==> config.mk <==
export PLATFORM = sky130hd
export DESIGN_NAME = stack_language_lexer
export DESIGN_NICKNAME = d
export VERILOG_FILES = /design/src/rtl/sll_pkg.sv /design/src/rtl/sll_core.sv /design/src/rtl/sll_fifo.sv /design/src/rtl/stack_language_lexer.sv
export SDC_FILE = /design/constraint.sdc
export NUM_CORES = 1
export LEC_CHECK = 0
export BUFFER_PORTS_ARGS = -buffer_cell sky130_fd_sc_hd__buf_2
export CORE_ASPECT_RATIO = 0.75
export CORE_MARGIN = 5
export CORE_UTILIZATION = 55
export CTS_CLUSTER_DIAMETER = 30
export CTS_CLUSTER_SIZE = 14
export DETAILED_ROUTE_END_ITERATION = 8
export PLACE_DENSITY = 0.83
export SYNTH_ARGS = -nofsm -noshare
export SYNTH_HDL_FRONTEND = slang
export SYNTH_HIERARCHICAL = 1
export SYNTH_SLANG_ARGS = --single-unit
==> constraint.sdc <==
create_clock -name clk_i -period 9.3 [get_ports clk_i]
set_input_delay 2.79 -clock clk_i [delete_from_list [all_inputs] [get_ports clk_i]]
set_output_delay 2.79 -clock clk_i [all_outputs]
set_load 0.05 [all_outputs]
==> src/rtl/sll_pkg.sv <==
// Shared types and constants for the stack language lexer.
package sll_pkg;

  localparam int unsigned MaxNestDepth = 255;
  localparam int unsigned DepthW       = $clog2(MaxNestDepth + 1);
  localparam int unsigned ValueW       = 31;
  localparam int unsigned FifoDepth    = 4;
  localparam int unsigned PtrW         = $clog2(FifoDepth);
  localparam int unsigned CntW         = $clog2(FifoDepth + 1);

  localparam logic [ValueW-1:0] NumMax = 31'h7FFF_FFFF;

  typedef enum logic [2:0] {
    KindInt    = 3'd0,
    KindStr    = 3'd1,
    KindLambda = 3'd2,
    KindVar    = 3'd3,
    KindChar   = 3'd4,
    KindErr    = 3'd5
  } token_kind_e;

  typedef enum logic [1:0] {
    ErrBadvar = 2'd0,
    ErrUnterm = 2'd1,
    ErrDeep   = 2'd2
  } err_code_e;

  typedef struct packed {
    token_kind_e       kind;
    logic [ValueW-1:0] value;
    logic              has_char;
    logic              last;
  } result_t;

  typedef struct packed {
    logic [1:0] count;
    result_t    res0;
    result_t    res1;
  } push_t;

  function automatic result_t mk_res(token_kind_e kind, logic [ValueW-1:0] value,
                                     logic has_char, logic last);
    result_t r;
    r.kind     = kind;
    r.value    = value;
    r.has_char = has_char;
    r.last     = last;
    return r;
  endfunction

  function automatic result_t mk_err(err_code_e code);
    return mk_res(KindErr, ValueW'(code), 1'b0, 1'b1);
  endfunction

endpackage

==> src/rtl/sll_core.sv <==
// Input register, lexer state and single-pass token step.
module sll_core (
  input  logic            clk_i,
  input  logic            rst_ni,
  input  logic            in_valid_i,
  output logic            in_ready_o,
  input  logic [7:0]      in_char_i,
  input  logic            in_eoi_i,
  input  logic            room_i,
  output sll_pkg::push_t  push_o
);
  import sll_pkg::*;

  typedef enum logic [2:0] {
    LxIdle    = 3'd0,
    LxNumber  = 3'd1,
    LxString  = 3'd2,
    LxLambda  = 3'd3,
    LxLetter  = 3'd4,
    LxQuote   = 3'd5,
    LxComment = 3'd6
  } lex_mode_e;

  localparam logic [7:0] ChSpace  = 8'h20;
  localparam logic [7:0] ChLf     = 8'h0A;
  localparam logic [7:0] ChTab    = 8'h09;
  localparam logic [7:0] ChZero   = 8'h30;
  localparam logic [7:0] ChNine   = 8'h39;
  localparam logic [7:0] ChDquote = 8'h22;
  localparam logic [7:0] ChSquote = 8'h27;
  localparam logic [7:0] ChLbrack = 8'h5B;
  localparam logic [7:0] ChRbrack = 8'h5D;
  localparam logic [7:0] ChLowA   = 8'h61;
  localparam logic [7:0] ChLowZ   = 8'h7A;
  localparam logic [7:0] ChLbrace = 8'h7B;
  localparam logic [7:0] ChRbrace = 8'h7D;
  localparam logic [7:0] ChColon  = 8'h3A;
  localparam logic [7:0] ChSemi   = 8'h3B;

  logic              in_vld_q;
  logic [7:0]        char_q;
  logic              eoi_q;
  logic              proc;

  lex_mode_e         mode_q, mode_d;
  logic [ValueW-1:0] accum_q, accum_d;
  logic [DepthW-1:0] depth_q, depth_d;
  logic [7:0]        letter_q, letter_d;

  lex_mode_e         st_mode;
  logic [ValueW-1:0] st_accum;
  logic [DepthW-1:0] st_depth;
  logic [7:0]        st_letter;
  logic              st_emit;
  result_t           st_res;

  logic              is_digit;
  logic [7:0]        digit;
  logic [ValueW+3:0] num_next;
  logic [ValueW-1:0] char_val;

  assign proc       = in_vld_q && room_i;
  assign in_ready_o = !in_vld_q || room_i;
  assign is_digit   = (char_q >= ChZero) && (char_q <= ChNine);
  assign digit      = char_q - ChZero;
  assign char_val   = ValueW'(char_q);
  assign num_next   = (ValueW+4)'({accum_q, 3'b000}) + (ValueW+4)'({accum_q, 1'b0})
                    + (ValueW+4)'(digit);

  always_comb begin
    st_mode   = LxIdle;
    st_accum  = '0;
    st_depth  = '0;
    st_letter = '0;
    st_emit   = 1'b0;
    st_res    = mk_res(KindChar, char_val, 1'b1, 1'b1);
    if (char_q == ChSpace || char_q == ChLf || char_q == ChTab) begin
      st_mode = LxIdle;
    end else if (is_digit) begin
      st_mode  = LxNumber;
      st_accum = ValueW'(digit);
    end else if (char_q == ChDquote) begin
      st_mode = LxString;
    end else if (char_q == ChSquote) begin
      st_mode = LxQuote;
    end else if (char_q == ChLbrack) begin
      st_mode  = LxLambda;
      st_depth = DepthW'(1);
    end else if (char_q >= ChLowA && char_q <= ChLowZ) begin
      st_mode   = LxLetter;
      st_letter = char_q;
    end else if (char_q == ChLbrace) begin
      st_mode = LxComment;
    end else begin
      st_emit = 1'b1;
    end
  end

  always_comb begin
    mode_d        = mode_q;
    accum_d       = accum_q;
    depth_d       = depth_q;
    letter_d      = letter_q;
    push_o.count  = 2'd0;
    push_o.res0   = '0;
    push_o.res1   = '0;
    if (proc) begin
      if (eoi_q) begin
        mode_d   = LxIdle;
        accum_d  = '0;
        depth_d  = '0;
        letter_d = '0;
        case (mode_q)
          LxIdle: begin
            push_o.count = 2'd0;
          end
          LxNumber: begin
            push_o.count = 2'd1;
            push_o.res0  = mk_res(KindInt, accum_q, 1'b0, 1'b1);
          end
          LxLetter: begin
            push_o.count = 2'd1;
            push_o.res0  = mk_err(ErrBadvar);
          end
          default: begin
            push_o.count = 2'd1;
            push_o.res0  = mk_err(ErrUnterm);
          end
        endcase
      end else begin
        case (mode_q)
          LxIdle: begin
            mode_d       = st_mode;
            accum_d      = st_accum;
            depth_d      = st_depth;
            letter_d     = st_letter;
            push_o.count = {1'b0, st_emit};
            push_o.res0  = st_res;
          end
          LxNumber: begin
            if (is_digit) begin
              accum_d = (num_next > (ValueW+4)'(NumMax)) ? NumMax : num_next[ValueW-1:0];
            end else begin
              mode_d       = st_mode;
              accum_d      = st_accum;
              depth_d      = st_depth;
              letter_d     = st_letter;
              push_o.res0  = mk_res(KindInt, accum_q, 1'b0, 1'b1);
              push_o.res1  = st_res;
              push_o.count = st_emit ? 2'd2 : 2'd1;
            end
          end
          LxString: begin
            push_o.count = 2'd1;
            if (char_q == ChDquote) begin
              mode_d      = LxIdle;
              push_o.res0 = mk_res(KindStr, '0, 1'b0, 1'b1);
            end else begin
              push_o.res0 = mk_res(KindStr, char_val, 1'b1, 1'b0);
            end
          end
          LxLambda: begin
            push_o.count = 2'd1;
            push_o.res0  = mk_res(KindLambda, char_val, 1'b1, 1'b0);
            if (char_q == ChLbrack) begin
              if (depth_q >= DepthW'(MaxNestDepth)) begin
                mode_d      = LxIdle;
                depth_d     = '0;
                push_o.res0 = mk_err(ErrDeep);
              end else begin
                depth_d = depth_q + DepthW'(1);
              end
            end else if (char_q == ChRbrack) begin
              if (depth_q <= DepthW'(1)) begin
                mode_d      = LxIdle;
                depth_d     = '0;
                push_o.res0 = mk_res(KindLambda, '0, 1'b0, 1'b1);
              end else begin
                depth_d = depth_q - DepthW'(1);
              end
            end
          end
          LxLetter: begin
            if (char_q == ChColon || char_q == ChSemi) begin
              mode_d       = LxIdle;
              letter_d     = '0;
              push_o.count = 2'd2;
              push_o.res0  = mk_res(KindVar, ValueW'(letter_q), 1'b1, 1'b0);
              push_o.res1  = mk_res(KindVar, char_val, 1'b1, 1'b1);
            end else begin
              mode_d       = st_mode;
              accum_d      = st_accum;
              depth_d      = st_depth;
              letter_d     = st_letter;
              push_o.res0  = mk_err(ErrBadvar);
              push_o.res1  = st_res;
              push_o.count = st_emit ? 2'd2 : 2'd1;
            end
          end
          LxQuote: begin
            mode_d       = LxIdle;
            push_o.count = 2'd1;
            push_o.res0  = mk_res(KindInt, char_val, 1'b0, 1'b1);
          end
          LxComment: begin
            if (char_q == ChRbrace) begin
              mode_d = LxIdle;
            end
          end
          default: begin
            mode_d       = st_mode;
            accum_d      = st_accum;
            depth_d      = st_depth;
            letter_d     = st_letter;
            push_o.count = {1'b0, st_emit};
            push_o.res0  = st_res;
          end
        endcase
      end
    end
  end

  always_ff @(posedge clk_i or negedge rst_ni) begin
    if (!rst_ni) begin
      in_vld_q <= 1'b0;
      mode_q   <= LxIdle;
      accum_q  <= '0;
      depth_q  <= '0;
      letter_q <= '0;
    end else begin
      mode_q   <= mode_d;
      accum_q  <= accum_d;
      depth_q  <= depth_d;
      letter_q <= letter_d;
      if (in_ready_o) begin
        in_vld_q <= in_valid_i;
      end
    end
  end

  always_ff @(posedge clk_i) begin
    if (in_valid_i && in_ready_o) begin
      char_q <= in_char_i;
      eoi_q  <= in_eoi_i;
    end
  end

endmodule

==> src/rtl/sll_fifo.sv <==
// Result queue: takes up to two result beats per cycle, hands out one.
module sll_fifo (
  input  logic             clk_i,
  input  logic             rst_ni,
  input  sll_pkg::push_t   push_i,
  output logic             room_o,
  output logic             out_valid_o,
  input  logic             out_ready_i,
  output sll_pkg::result_t out_res_o
);
  import sll_pkg::*;

  result_t         mem_q [FifoDepth];
  logic [PtrW-1:0] wr_ptr_q, rd_ptr_q;
  logic [CntW-1:0] count_q;
  logic            pop;

  assign room_o      = count_q <= CntW'(FifoDepth - 2);
  assign out_valid_o = count_q != '0;
  assign out_res_o   = mem_q[rd_ptr_q];
  assign pop         = out_valid_o && out_ready_i;

  always_ff @(posedge clk_i or negedge rst_ni) begin
    if (!rst_ni) begin
      wr_ptr_q <= '0;
      rd_ptr_q <= '0;
      count_q  <= '0;
    end else begin
      wr_ptr_q <= wr_ptr_q + PtrW'(push_i.count);
      rd_ptr_q <= rd_ptr_q + PtrW'(pop);
      count_q  <= count_q + CntW'(push_i.count) - CntW'(pop);
    end
  end

  always_ff @(posedge clk_i) begin
    if (push_i.count != 2'd0) begin
      mem_q[wr_ptr_q] <= push_i.res0;
    end
    if (push_i.count == 2'd2) begin
      mem_q[wr_ptr_q + PtrW'(1)] <= push_i.res1;
    end
  end

endmodule

==> src/rtl/stack_language_lexer.sv <==
// Top level of the stack language lexer.
//
// Slave channel: one beat per source byte in s_axis_tdata[7:0]; s_axis_tuser[0]
// set marks an end-of-input flush (the byte is ignored, pending token closes).
// Master channel: one beat per result. m_axis_tdata[30:0] is the value,
// m_axis_tuser[2:0] the token kind, m_axis_tuser[3] set when the value is one
// content character, m_axis_tlast marks the final beat of a token.
// A byte causes zero, one or two result beats.
// Results of an accepted byte pass the input register and then the result
// queue before they are offered. Throughput: one byte per cycle while the
// queue has room; a byte that gives two results puts two beats into the
// four-entry result queue, which absorbs them. The input register advances
// while the queue has room for two beats, so s_axis_tready drops only while a
// byte is held and the queue holds more than two beats.
// Reset clears the lexer to idle and empties the queue; no beat is offered
// until a byte producing results arrives.
module stack_language_lexer (
  input  logic        clk_i,
  input  logic        rst_ni,
  input  logic        s_axis_tvalid,
  output logic        s_axis_tready,
  input  logic [7:0]  s_axis_tdata,   // [7:0] char_code
  input  logic [0:0]  s_axis_tuser,   // [0] end_of_input
  output logic        m_axis_tvalid,
  input  logic        m_axis_tready,
  output logic [31:0] m_axis_tdata,   // [30:0] value, [31] zero
  output logic [3:0]  m_axis_tuser,   // [2:0] token_kind, [3] has_char
  output logic        m_axis_tlast
);
  import sll_pkg::*;

  push_t   push;
  logic    room;
  result_t out_res;

  sll_core u_core (
    .clk_i      (clk_i),
    .rst_ni     (rst_ni),
    .in_valid_i (s_axis_tvalid),
    .in_ready_o (s_axis_tready),
    .in_char_i  (s_axis_tdata),
    .in_eoi_i   (s_axis_tuser[0]),
    .room_i     (room),
    .push_o     (push)
  );

  sll_fifo u_fifo (
    .clk_i       (clk_i),
    .rst_ni      (rst_ni),
    .push_i      (push),
    .room_o      (room),
    .out_valid_o (m_axis_tvalid),
    .out_ready_i (m_axis_tready),
    .out_res_o   (out_res)
  );

  assign m_axis_tdata = {1'b0, out_res.value};
  assign m_axis_tuser = {out_res.has_char, out_res.kind};
  assign m_axis_tlast = out_res.last;

endmodule

Word level (Yosys, flattened, before mapping)
Memories as Yosys holds them, arrays and structs flattened.
Cells that the tools add are included.

word-level totals
  input port bits = 13
  memory bits (writable) = 144
  register bits = 67
  memories = 1

memories
  memory        depth  width  read ports  clocked after Yosys merged registers in  write ports  RTL line        RTL
  u_fifo.mem_q  4      36     1           0                                        2            sll_fifo.sv:13  result_t mem_q [FifoDepth];

operators by class
  mux-type cells = 73
  reductions and logical operators = 19
  eq/ne operators = 27
  add/subtract/negate cells = 10
  order comparisons = 8

operators by type and width
  kind                                                               count
  case mux 38 bit (6 select lines)                                   1
  two-way mux 74 bit                                                 3
  two-way mux 8 bit                                                  22
  two-way mux 36 bit                                                 4
  two-way mux 31 bit                                                 4
  case mux 36 bit (3 select lines)                                   1
  case mux 31 bit (3 select lines)                                   1
  case mux 36 bit (2 select lines)                                   1
  two-way mux 3 bit                                                  16
  equality test 8 x 6 -> 1 bit, second input constant                5
  two-way mux 38 bit                                                 1
  adder 34 x 32 -> 35 bit                                            1
  adder 35 x 8 -> 35 bit                                             1
  > comparator 35 x 31 -> 1 bit, second input constant               1
  equality test 8 x 7 -> 1 bit, second input constant                4
  case mux 8 bit (4 select lines)                                    1
  case mux 8 bit (3 select lines)                                    1
  two-way mux 10 bit                                                 2
  case mux 3 bit (6 select lines)                                    1
  equality test 8 x 4 -> 1 bit, second input constant                2
  two-way mux 1 bit                                                  13
  equality test 3 bit, second input constant                         3
  adder 8 x 1 -> 8 bit, second input constant                        1
  greater-or-equal comparator 8 x 6 -> 1 bit, second input constant  1
  33 further kinds                                                   46

Depth between registers and ports, before layout
Gate-level depths: netlist (run 1).

  depth after elaboration = 16
  mapped depth = 16
  mapped depth without buffers = 15

Hierarchy
Netlist (run 1), hierarchy kept.

by module, submodules not included
  module                cells each  times used  seq. area each (µm²)  area each (µm²)
  sll_fifo              394         1           4499.3                7402.1
  sll_core              808         1           1546.5                6449.9
  stack_language_lexer  2           1           0.0                   11.3

Worst setup path before layout (run 1)
OpenSTA, ideal clock, no wires.

  path kind = flip-flop to flip-flop
  start = register u_core.char_q[1]
  end = memory u_fifo/mem_q[2][0] (netlist name) (enable)
  buffers on the path = 2
  setup time = 0.441 ns
  required time = 8.859 ns
  arrival time = 4.622 ns
  cell stages (with the launch flop) = 13
  setup slack = 4.236 ns
  cells stage by stage = edfxtp_1 clkbuf_1 or4_1 a21oi_1 nor3_1 nor4_1 nand2_1 a21oi_1 a21o_1 a311oi_1 buf_6 or3b_2 a21oi_1

RTL lines
  item                    RTL line         RTL
  start, declared         sll_core.sv:41   logic [7:0] char_q;
  start signal, assigned  sll_core.sv:243  char_q <= in_char_i;
  end, declared           sll_fifo.sv:13

Worst setup path in the final report (run 1)
  start = register u_fifo.rd_ptr_q[0]
  end = output port m_axis_tdata[6]

between the ends
  word-level cells in the longest chain between the ends = 1

RTL lines
  item                      RTL line                    RTL
  start, declared           sll_fifo.sv:14              logic [PtrW-1:0] wr_ptr_q, rd_ptr_q;
  start signal, assigned    sll_fifo.sv:30              rd_ptr_q <= rd_ptr_q + PtrW'(pop);
  memory read (4 x 36 bit)  n/a
  end, declared             stack_language_lexer.sv:26  output logic [31:0] m_axis_tdata,

Every way passes these cells.

==> results of run 1 <==
metal layers:
layer  vias up  wire length, um
li1       4665                -
met1      4961            15500
met2       634            16100
met3        72             3770
met4         0              667
met5         -                0
how the worst min path moves through the flow:
| stage | from | endpoint | depth (start not counted) |
|---|---|---|---|
| finish | u_core/letter_q[2]$_DFFE_PN0P_ | u_core/letter_q[2]$_DFFE_PN0P_ | 2 |
| CTS | u_core/letter_q[1]$_DFFE_PN0P_ | u_core/letter_q[1]$_DFFE_PN0P_ | 2 |
| global placement | u_core/letter_q[1]$_DFFE_PN0P_ | u_core/letter_q[1]$_DFFE_PN0P_ | 2 |
| global route | u_core/letter_q[3]$_DFFE_PN0P_ | u_core/letter_q[3]$_DFFE_PN0P_ | 2 |
| detailed placement | u_core/letter_q[4]$_DFFE_PN0P_ | u_core/letter_q[4]$_DFFE_PN0P_ | 2 |
| floorplan | u_core/letter_q[0]$_DFFE_PN0P_ | u_core/letter_q[0]$_DFFE_PN0P_ | 2 |
layout make-up:
type	count	area (sq um)
clock buffers	49	1110
clock inverters	26	365
fillers	1832	9160
inverters	21	78.8
multi-input cells	899	7340
flip-flops and latches	211	6050
well taps	338	423
repair buffers	67	378
tightest hold or removal path: stages, from the launching register on:
cell and delay [ns]:
dfrtp_1 0.35, nand2_1 0.05, o21ai_0 0.06
state kept, by name, summed over array words and instances (netlist names):
| signal | flops |
|---|---|
| u_core/accum_q | 31 |
| u_core/char_q | 8 |
| u_core/depth_q | 8 |
| u_core/eoi_q | 1 |
| u_core/in_vld_q | 1 |
| u_core/letter_q | 8 |
| u_core/mode_q | 3 |
| u_fifo/count_q | 3 |
| u_fifo/mem_q | 144 |
| u_fifo/rd_ptr_q | 2 |
| u_fifo/wr_ptr_q | 2 |
kinds of logic (layout without fill, tap and decap cells):
kind of cell / count (synthesis) / count (layout) / synth area share, %
adders and majority gates: 74 / 74 / 7.06
other: 2 / 24 / 0.0542
DFF: 211 / 211 / 43.6
muxes: 186 / 186 / 18.0
buffers and inverters: 116 / 163 / 4.59
AOI/OAI and AO/OA: 272 / 272 / 13.1
and+or+nand+nor: 307 / 307 / 11.3
xor gates and xnor gates: 36 / 36 / 2.27
power breakdown:
group / internal [W] / switching (W) / total, W
sequential: 0.00128 / 0.000217 / 0.00150
combinational: 0.00101 / 0.00192 / 0.00293
clock: 0.00105 / 0.000503 / 0.00155
through the flow:
step | instance area, sq um | hold WS, ns | util [%] | cells | setup WS [ns]
3_5_place_dp | 14300 | 0.476 | 57.3 | 1536 | 4.57
4_1_cts | 15700 | 0.489 | 63.2 | 1611 | 3.99
5_1_grt | 15700 | 0.517 | 63.2 | 1611 | 3.90
6_report | 15700 | 0.491 | 63.2 | 1611 | 4.02
2_1_floorplan | 13900 | 0.450 | - | 1226 | 4.24
3_3_place_gp | 14300 | 0.466 | 57.3 | 1536 | 4.60
cells in the final DEF (no fill, tap or decap), drive strengths merged, types with 10 or more instances in the layout:
cell / instances
and2: 40
xnor2: 25
xor2: 11
clkbuf: 49
nand3: 10
a2111oi: 11
nand2: 86
nor3: 29
o21ai: 54
mux4: 36
a221oi: 15
nand2b: 10
a311oi: 16
o31ai: 10
a211oi: 13
a21oi: 91
conb: 24
ha: 67
mux2: 148
buf: 67
nor2: 72
edfxtp: 153
inv: 25
dfrtp: 58
a21o: 12
==> summary.md, run 1 <==
| Metric | Value |
|---|---|
| Leak pwr | 6.03 nW |
| Hold buffer count at CTS | 0 |
| Most frequent cell after synthesis | edfxtp_1 |
| YS warnings | 6 |
| Worst setup path endpoint | m_axis_tdata[6] |
| GR Util met1 | 37.1% |
| Clk_lat worst skew | 0.53 ns |
| CTS H-tree lvls | 2 |
| Initial DRC count | 1517 |
| Fin crit share | 56.7% |
| RSZ-0062 raised after global routing | no |
| Yosys cell types | 83 |
| Initial antenna violation count | 0 |
| Max-slew violations | 0 |
| Via-to-Cell Ratio | 6.41 |
| Drt drc | 0 |
| Worst path depth | 3 |
| Final wirelength | 36100 um |
| Starting density of the core | 55.7% |
| Pwr/cell area | 380 nW/um^2 |
| Slew @ Worst Pin | 1.23 ns |
| Routability congestion estimate | 0.996 |
| CP Cell Sequence | buf_4 -> mux4_2 -> buf_2 |
| Post-synth EDFFs | 153 |
| CP delay by family, top | buffers and inverters |
| Die width | 193 um |
| Detailed Place HPWL | 23000 um |
| CTS resizes | 0 |
| Number of global-route vias before repair | 10300 |
| Placeable Area | 24900 sq um |
| Slowest cell delay on critical path | 0.65 ns |
| Die Y | 147 um |
| Reg2Reg Launch Point | u_core/char_q[4]$_DFFE_PP_ |
| Synth top area cells | edfxtp_1 33%, mux2_2 12%, dfrtp_1 10%, ha_1 6.0%, mux4_2 5.8% |
| Flops & latches, synth | 211 |
| Ant. Diodes | 0 |
| Total grt overflow | 0 |
| Clock root buffer | clkbuf_16 |
| Worst-path clk slew | 0.05 ns |
| I/O pin count | 52 |
| Main synth FF type | edfxtp_1 |
| Number of CTS-inserted buffers | 41 |
| Worst hold path type | reg2reg |
| Async SR Flop Fraction | 27.5% |
| VDD IR max | 0.215 mV |
| CTS tree | done |
| Nets | 1328 |
| Layout cells sized above 1 | 27.2% |
| DR pass1 iterations | 8 |
| Antenna Nets Post-Route | 0 |
| Final setup viols | 0 |
| Crit path capture type | output port |
| Syn Inst Count | 1204 |
| Critical Path RT | 6.51 ns |
| Die area | 28500 sq um |
| FF-to-FF path depth | 12 |
| Sequential share of the synthesized area | 43.6% |
| Avg Inst Size Synth | 11.5 sq um |
| Min cycle time layout | 5.28 ns |
| Crit Path Category | reg2out |
| Setup Fix Bufs, Post-CTS | 0 |
| Max FO, Critical Path | 34 |
| Clock Path Buffers | 3 |
| Critical path origin | u_fifo/rd_ptr_q[0]$_DFF_PN0_ |
| Maxcap violations | 0 |
| CP max stage cell | mux4_2 |
| Setup Total Neg Slack | 0 ns |
| Post-synth top area share | 33.1% |
| Hold Vio Cnt, Final | 0 |
| CP Data Arrival Time | 2.49 ns |
| Routed len/inst | 22.4 um |
| Synth-to-Final Area Change | 13.5% |
| Met3 Use GR | 5.76% |
| Most frequent cells after synthesis | 153 x edfxtp_1, 146 x mux2_2, 91 x a21oi_1 |
| GRT busiest layer | met2 |
| Worst r2r dst | u_core/accum_q[17]$_DFFE_PN0P_ |
| CP Buf/Inv Count | 2 |
| R2r setup slk | 4.45 ns |
| Slew HR | 18.2% |
| Clock skew | 0.0218 ns |
| CTS Sinks | 211 |
| Outcome | completed |
| CP Launch Type | flop |
| All-Layer GR Usage | 25.1% |
| Largest net degree at the start of global routing | 39 |
| Met2 usage | 38.1% |
| Syn Std Cell Area | 13900 sq um |
| First-pass GRT wire length | 58300 um |
| Port Buf Inserts | 50 |
| Total power draw | 0.00599 W |
| Achievable clock frequency | 190 MHz |
| Top cell type by total area after synthesis | edfxtp_1 |
| Vias | 10300 |
| Cell Rows | 50 |
(Power assumes the default switching activity.)
==> run 2, diff against run 1 <==
- PLACE_DENSITY: 0.83 -> 0.86
- clock period: 9.3 -> 4.6 ns (I/O delays scaled with it)
==> summary.md, run 2 (same netlist as run 1, synthesis figures left out) <==
| Metric | Value |
|---|---|
| Ant. Diodes | 0 (unchanged) |
| Worst-path clk slew | 0.05 ns (about the same) |
| Crit Path Category | reg2reg (was reg2out) |
| R2r setup slk | 0.14 ns (was 4.45 ns) |
| Clock Path Buffers | 3 (unchanged) |
| Routability congestion estimate | 0.979 (was 0.996) |
| Worst hold path type | reg2reg (unchanged) |
| Via-to-Cell Ratio | 6.52 (was 6.41) |
| Max-slew violations | 0 (unchanged) |
| Routed len/inst | 22.9 um (was 22.4 um) |
| FF-to-FF path depth | 14 (was 12) |
| Worst Slack Setup Final | 0.144 ns (was 4.02 ns) |
| Starting density of the core | 55.7% (unchanged) |
| Worst hold start | u_fifo/rd_ptr_q[1]$_DFF_PN0_ (was u_core/letter_q[2]$_DFFE_PN0P_) |
| Most frequent cells in the layout | 153 x edfxtp_1, 146 x mux2_2, 89 x a21oi_1, 86 x nand2_1, 69 x nor2_1 (was 153 x edfxtp_1, 146 x mux2_2, 89 x a21oi_1, 86 x nand2_1, 70 x nor2_1) |
| Number of CTS-inserted buffers | 38 (was 41) |
| Largest regs | u_fifo/mem_q: 144 flops, u_core/accum_q: 31 flops (unchanged) |
| Maxcap violations | 0 (unchanged) |
| Worst r2r dst | u_core/accum_q[15]$_DFFE_PN0P_ (was u_core/accum_q[17]$_DFFE_PN0P_) |
| Layout cells sized above 1 | 28.2% (was 27.2%) |
| Crit path capture type | flop (was output port) |
| Initial DRC count | 1374 (was 1517) |
| CP Launch Type | flop (unchanged) |
| Synth-to-Final Area Change | 14.8% (was 13.5%) |
| Clock root buffer | clkbuf_16 (unchanged) |
| Die width | 193 um (unchanged) |
| CTS H-tree lvls | 2 (unchanged) |
| Vias | 10600 (was 10300) |
| Port Buf Inserts | 50 (unchanged) |
| Largest net degree at the start of global routing | 39 (unchanged) |
| Number of global-route vias before repair | 10200 (was 10300) |
| Hold Vio Cnt, Final | 0 (unchanged) |
| Worst Hold Path Cells | 1 (was 2) |
| Cell Rows | 50 (unchanged) |
| CTS tree | done (unchanged) |
| Total power draw | 0.0123 W (was 0.00599 W) |
| Pwr/cell area | 772 nW/um^2 (was 380 nW/um^2) |
| Clock skew | 0.0133 ns (was 0.0218 ns) |
| Detailed Place HPWL | 23900 um (was 23000 um) |
| Outcome | completed (unchanged) |
| RSZ-0062 raised after global routing | no (unchanged) |
| Achievable clock frequency | 224 MHz |
| Clk_lat worst skew | 0.53 ns (about the same) |
| CP Data Arrival Time | 4.85 ns (was 2.49 ns) |
| Leak pwr | 6.14 nW (was 6.03 nW) |
| Top reg by flops | u_fifo/mem_q (unchanged) |
| Fin crit share | 96.9% |
| Slew @ Worst Pin | 1.21 ns (was 1.23 ns) |
| Initial antenna violation count | 1 (was 0) |
| Antenna Nets Post-Route | 0 (unchanged) |
| Commonest non-fill, non-tap cell in the layout | edfxtp_1 (unchanged) |
| Nets | 1342 (was 1328) |
| Critical Path RT | 4.99 ns (was 6.51 ns) |
| First-pass GRT wire length | 58600 um (was 58300 um) |
| Total grt overflow | 0 (unchanged) |
| Reg2Reg Launch Point | u_core/char_q[4]$_DFFE_PP_ (unchanged) |
| Die area | 28500 sq um (unchanged) |
| Max FO, Critical Path | 14 (was 34) |
| Max reg flops | 144 (unchanged) |
| I/O pin count | 52 (unchanged) |
| DR pass1 iterations | 5 (was 8) |
| CTS Sinks | 211 (unchanged) |
| Final wirelength | 37200 um (was 36100 um) |
| Setup Slack @ Placement | -0.0676 ns (was 4.57 ns) |
| Hold buffer count at CTS | 0 (unchanged) |
| Placeable Area | 24900 sq um (unchanged) |
| Final setup viols | 0 (unchanged) |
| Die Y | 147 um (unchanged) |
| VDD IR max | 0.422 mV (was 0.215 mV) |
| Min cycle time layout | 4.46 ns |
| Worst hold endpoint | u_fifo/rd_ptr_q[1]$_DFF_PN0_ (was u_core/letter_q[2]$_DFFE_PN0P_) |
| Final core occ | 63.9% (was 63.2%) |
| All-Layer GR Usage | 25.5% (was 25.1%) |
| Drt drc | 0 (unchanged) |
| Slew HR | 19.0% (was 18.2%) |
run 2: cell types whose count changed in the layout (fill, tap and decap cells not counted), sizes merged:
cell and change:
buf +17, clkbuf -6, clkinvlp -5, clkinv +3, inv +3
run 2: layout make-up:
type / count / area, sq um
fillers: 1778 / 8980
multi-input cells: 899 / 7380
flip-flops and latches: 211 / 6050
clock buffers: 43 / 1020
repair buffers: 84 / 606
well taps: 338 / 423
clock inverters: 27 / 370
inverters: 21 / 78.8
run 2: worst max-delay path by stage:
stage / start / end / cells past startpoint
finish: u_core/char_q[4]$_DFFE_PP_ / u_core/accum_q[15]$_DFFE_PN0P_ / 14
global route: u_core/char_q[4]$_DFFE_PP_ / u_core/accum_q[17]$_DFFE_PN0P_ / 14
CTS: u_core/char_q[4]$_DFFE_PP_ / u_core/accum_q[20]$_DFFE_PN0P_ / 12
detailed placement: u_core/char_q[4]$_DFFE_PP_ / u_core/accum_q[23]$_DFFE_PN0P_ / 12
global placement: u_core/char_q[4]$_DFFE_PP_ / u_core/accum_q[21]$_DFFE_PN0P_ / 13
floorplan: u_core/char_q[1]$_DFFE_PP_ / u_fifo/mem_q[2][0]$_DFFE_PP_ / 12
run 2: repair_timing:
item,4_1_cts,5_1_grt
gates resized for setup,3,4
pin swaps,0,2
endpoints found under the setup margin,10,37
setup buffers,0,2
run 2: routing by layer:
| layer | up-vias | wire [um] | GRT usage [%] |
|---|---|---|---|
| li1 | 4687 | - | - |
| met1 | 5116 | 15700 | 37.1 |
| met2 | 701 | 16600 | 38.8 |
| met3 | 81 | 4220 | 6.38 |
| met4 | 2 | 702 | 5.94 |
| met5 | - | 7 | 0 |
run 2: critical path, stage by stage, from the launching register on:
cell and delay (ns):
edfxtp_1 0.51, ha_1 0.34, xnor2_1 0.28, fa_1 0.47
ha_1 0.37, o211ai_1 0.10, o21ai_1 0.25, nand4_1 0.30
a2111oi_1 0.47, a2111oi_0 0.20, o32ai_2 0.28, buf_4 0.19
nor3_4 0.05, buf_12 0.19, a311oi_1 0.33
run 2: per-stage QoR:
stage | hold slack, ns | setup TNS, ns | instance area, sq um | cells
floorplan | 0.450 | 0 | 14000 | 1226
global placement | 0.465 | 0 | 14500 | 1551
detailed placement | 0.480 | -0.597 | 14500 | 1551
CTS | 0.486 | 0 | 15900 | 1621
global route | 0.501 | 0 | 15900 | 1623
finish | 0.486 | 0 | 15900 | 1623
run 2: where the power goes:
group,internal [W],switching [W]
logic,0.00218,0.00398
clock network,0.00201,0.00103
registers,0.00259,0.000496
total,0.00678,0.00551
